## config.mk

```make
export PLATFORM = sky130hd
export DESIGN_NAME = mfde_square_unit
export DESIGN_NICKNAME = d
export VERILOG_FILES = /design/src/rtl/core/mono_framebuffer_draw_engine_top_defines.svh /design/src/rtl/core/mfde_pkg.sv /design/src/rtl/core/mfde_square_unit.sv
export SDC_FILE = /design/constraint.sdc
export NUM_CORES = 1
export LEC_CHECK = 0
export ABC_AREA = 1
export BUFFER_PORTS_ARGS = -buffer_cell sky130_fd_sc_hd__buf_2
export CAP_MARGIN = 15
export CORE_ASPECT_RATIO = 0.75
export CORE_MARGIN = 2
export CORE_UTILIZATION = 60
export DETAILED_ROUTE_END_ITERATION = 8
export GPL_ROUTABILITY_DRIVEN = 1
export PLACE_DENSITY = 0.91
export SLEW_MARGIN = 40
export SYNTH_ARGS = -nofsm -noshare
export SYNTH_HDL_FRONTEND = slang
export SYNTH_SLANG_ARGS = --single-unit
```

## constraint.sdc

```tcl
create_clock -name clock -period 13 [get_ports clock]
set_input_delay 1.95 -clock clock [delete_from_list [all_inputs] [get_ports clock]]
set_output_delay 1.95 -clock clock [all_outputs]
set_load 0.05 [all_outputs]
```

## src/rtl/core/mono_framebuffer_draw_engine_top_defines.svh

```systemverilog
// Assertion macros shared by the draw engine modules.
// Every module that uses them has ports named clock and reset.
`ifndef MONO_FRAMEBUFFER_DRAW_ENGINE_TOP_DEFINES_SVH
`define MONO_FRAMEBUFFER_DRAW_ENGINE_TOP_DEFINES_SVH

// Same-cycle implication, checked outside reset.
`define MFDE_ASSERT_IMPL(label, ante, cons, msg) \
   label: assert property (@(posedge clock) disable iff (reset) (ante) |-> (cons)) \
      else $error(msg);

// Next-cycle implication, checked outside reset.
`define MFDE_ASSERT_NEXT(label, ante, cons, msg) \
   label: assert property (@(posedge clock) disable iff (reset) (ante) |=> (cons)) \
      else $error(msg);

`endif

```

## src/rtl/core/mfde_pkg.sv

```systemverilog
`timescale 1ns / 1ps

package mfde_pkg;

   // Display geometry.
   localparam int DISPLAY_COLUMNS = 128;
   localparam int DISPLAY_PAGES   = 8;
   localparam int STORE_BYTES     = DISPLAY_COLUMNS * DISPLAY_PAGES;
   localparam int STORE_ADDR_W    = $clog2(STORE_BYTES);

   localparam logic [8:0] COLS_LIMIT  = 9'(DISPLAY_COLUMNS);
   localparam logic [5:0] PAGES_LIMIT = 6'(DISPLAY_PAGES);

   typedef logic [STORE_ADDR_W-1:0] store_addr_type;

   localparam store_addr_type STORE_LAST = STORE_ADDR_W'(STORE_BYTES - 1);

   // Request types.
   localparam logic [2:0] REQ_CLEAR  = 3'd0;
   localparam logic [2:0] REQ_POINT  = 3'd1;
   localparam logic [2:0] REQ_LINE   = 3'd2;
   localparam logic [2:0] REQ_CIRCLE = 3'd3;
   localparam logic [2:0] REQ_READ   = 3'd4;

   // Pixel unit operations.
   localparam logic [1:0] PX_PLOT  = 2'd0;
   localparam logic [1:0] PX_READ  = 2'd1;
   localparam logic [1:0] PX_CLEAR = 2'd2;

   // Width of the squarer operand.
   localparam int SQ_IN_W = 9;

   // Command from the sequencer to the pixel unit.
   typedef struct packed {
      logic       valid;
      logic [1:0] op;
      logic [7:0] x;
      logic [7:0] y;
      logic       set;
      logic [6:0] rcol;
      logic [2:0] rpage;
   } pix_cmd_type;

   // Status from the pixel unit back to the sequencer.
   typedef struct packed {
      logic       idle;
      logic       done;
      logic       clipped;
      logic [7:0] data;
   } pix_stat_type;

   // Byte address of a column and page.
   function automatic store_addr_type store_index(input logic [7:0] col,
                                                  input logic [4:0] page);
      return STORE_ADDR_W'(int'(col) * DISPLAY_PAGES + int'(page));
   endfunction

   // Bit mask of a row inside its page.
   function automatic logic [7:0] bit_mask(input logic [2:0] m);
      return 8'(1) << m;
   endfunction

endpackage

```

## src/rtl/core/mfde_square_unit.sv

```systemverilog
`timescale 1ns / 1ps

// Shared squarer with a registered product; the product is valid in the cycle
// after the operand is presented.
module mfde_square_unit import mfde_pkg::*; (
   input  logic                   clock,
   input  logic [SQ_IN_W-1:0]     operand,
   output logic [2*SQ_IN_W-1:0]   square
);

   logic [2*SQ_IN_W-1:0] square_ff;
   logic [2*SQ_IN_W-1:0] square_in;

   assign square_in = operand * operand;

   always_ff @(posedge clock) begin
      square_ff <= square_in;
   end

   assign square = square_ff;

endmodule

```

==> flow_summary.toml <==
[power_and_ir_drop]
peakVddDrop_v = 0.000168
power_per_cell_area_nw_per_um2 = 192
cellLeakagePower_nw = 1.86

[global_routing]
grt_max_degree = 13
grt_pass1_vias = 2086
gr-total-overflow = 0
grt_use_total_pct = 22.9
antenna_found_initial = 0
grt_pass1_wl_um = 8700

[cells_and_area]
drive_gt1_share_pct = 10.6
fin_util_pct = 65.6
largest_reg_flops = 17
final_cell_mix = "inv_1, nand2_1, fa_1, ha_1, buf_2"
final_cells = 445
syn2layout_area_growth_pct = 7.38
nets = 467
num_antenna_cells = 0
final_common_cell = "inv_1"

[worst_setup_path]
cp_common_cell = "fa_1"
max_stage_delay_ns = 0.61
critPathBufInv = 4
crit_family = "adder cells"
crit_cells = 16
cp.required_ns = 13.15
path_max_fanout = 12
arrival_ns = 5.64
crit_path_end_kind = "flop"
critical_path_class = "primary input to flop"
path_cells = "buf_2 > nand2_1 > fa_1 > inv_1 > fa_1 > inv_1 > fa_1 > fa_1 > inv_1 > ha_1 > nand2_1 > nor2_2 > nor2_4 > nor2_1 > nor2_1 > xnor2_1"
startpoint_type = "primary input"
crit_path_top_delay_cell = "fa_1"

[timing]
grt_setup_unrepaired = "false"
min_period_ns = 5.49
timing.hold.ws_ns = 1.93
fmax_mhz = 182
final-max-slew-violation-count = 0
setup_ws_ns = 7.51
final_hold_viol_count = 0
min_period_over_period_pct = 42.2
timing.setup.tns_ns = 0
setup_violations = 0

[clocking]
numCtsBuffers = 3
cts.sinks = 17
cts_hold_buf = 0
clk_path_buf_depth = 2
root_buffer = "clkbuf_8"
cts.reportedPaths.clkPinSlew_ns = 0.07
cts_setup_buffers = 0
cts.htree.levels = 1
cts_tree = "built"
cts_resized = 0

[routing]
drtPass1Iterations = 4
dr_total_vias = 2125
viasPerCell = 4.78
detail-route-antenna-nets = 0
wl_per_cell_um = 11.5
finalWirelength_um = 5130
drt_first_iter_violations = 132
drt_drc_violations_left = 0

[synthesis]
ys_ff_latch = 17
yosys_most_used_dff = "dfxtp_1"
synth_cell_types = 28
netlist_area_um2 = 2680
ys_seq_area_share_pct = 12.7
syn_nets = 447
postSynthCellCount = 369
avgSynthCellArea_um2 = 7.26
synth-edff-count = 0
synth_warnings = 0
ys_async_sr_fraction_pct = 0

[floorplan]
ioPinCount = 28
die_h_um = 61.9
start_util_pct = 61.0
core_um2 = 4390
die_w_um = 81.2
die-area_um2 = 5020
rows = 21

[place]
dp_slack_ns = 7.27
place_inst = 441
portBuffers = 26
routabilityCongestion = 0.935
place_hpwl_um = 4370

[outcome]
status = "finished, final reports clean"

[worst_hold_path]
min_path_type = "primary input to flop"
min_delay_path_depth = 1

[run]
max-cap-violations = 0
-- routing by layer --
metal	global-route usage [%]	vias to the layer above	share of wire, %
met3	4.05	4	4.7
met5	0	-	0
li1	-	1084	-
met1	27.9	984	43
met2	44.3	53	51
met4	3.39	0	0.70
-- metrics by stage --
step / cell area [µm²] / power (W)
finish: 2880 / 0.000552
global route: 2880 / 0.000611
CTS: 2880 / 0.000554
detailed placement: 2830 / 0.000509
global placement: 2830 / 0.000498
floorplan: 2680 / 0.000428
-- synthesized netlist by cell type (2+ instances only) --
cell	instances	area (µm²)
nand3_1	7	35.0
fa_1	34	681
clkbuf_1	6	22.5
nand2_2	3	18.8
xor2_1	9	78.8
xnor2_1	6	52.6
nor2_1	19	71.3
ha_1	34	425
dfxtp_1	17	340
nor2_2	2	12.5
a21oi_1	6	30.0
nand4_1	3	18.8
buf_2	4	20.0
inv_1	113	424
nand2_1	93	349
-- worst paths after layout --
path,slack [ns],from,to
hold / removal,1.93,operand[0],square[0]$_DFF_P_
setup / recovery,7.51,operand[6],square[12]$_DFF_P_
-- cell type report --
class / instances / area, µm²
flip-flops and latches: 17 / 340
multi-input cells: 227 / 1860
fillers: 363 / 1510
repair buffers: 26 / 130
well taps: 57 / 71.3
inverters: 114 / 428
clock inverters: 1 / 5.00
clock buffers: 3 / 41.3
-- logic make-up (layout without fill, tap and decap cells) --
family | Yosys count | in the layout | synth area share, %
xor gates and xnor gates | 15 | 15 | 4.90
and+or+nand+nor | 131 | 131 | 20.2
buffers and inverters | 125 | 144 | 17.8
DFF | 17 | 17 | 12.7
muxes | 1 | 1 | 0.374
AOI/OAI and AO/OA | 11 | 11 | 2.57
other | 1 | 1 | 0.140
adders and majority gates | 68 | 68 | 41.3
-- where the power goes --
part	leakage [nW]	internal (W)	switching [W]
clock	0.0255	0.0000213	0.0000188
sequential	0.143	0.0000762	0.00000401
combinational	1.70	0.000142	0.000289
Power figures use the tool's default switching activity.
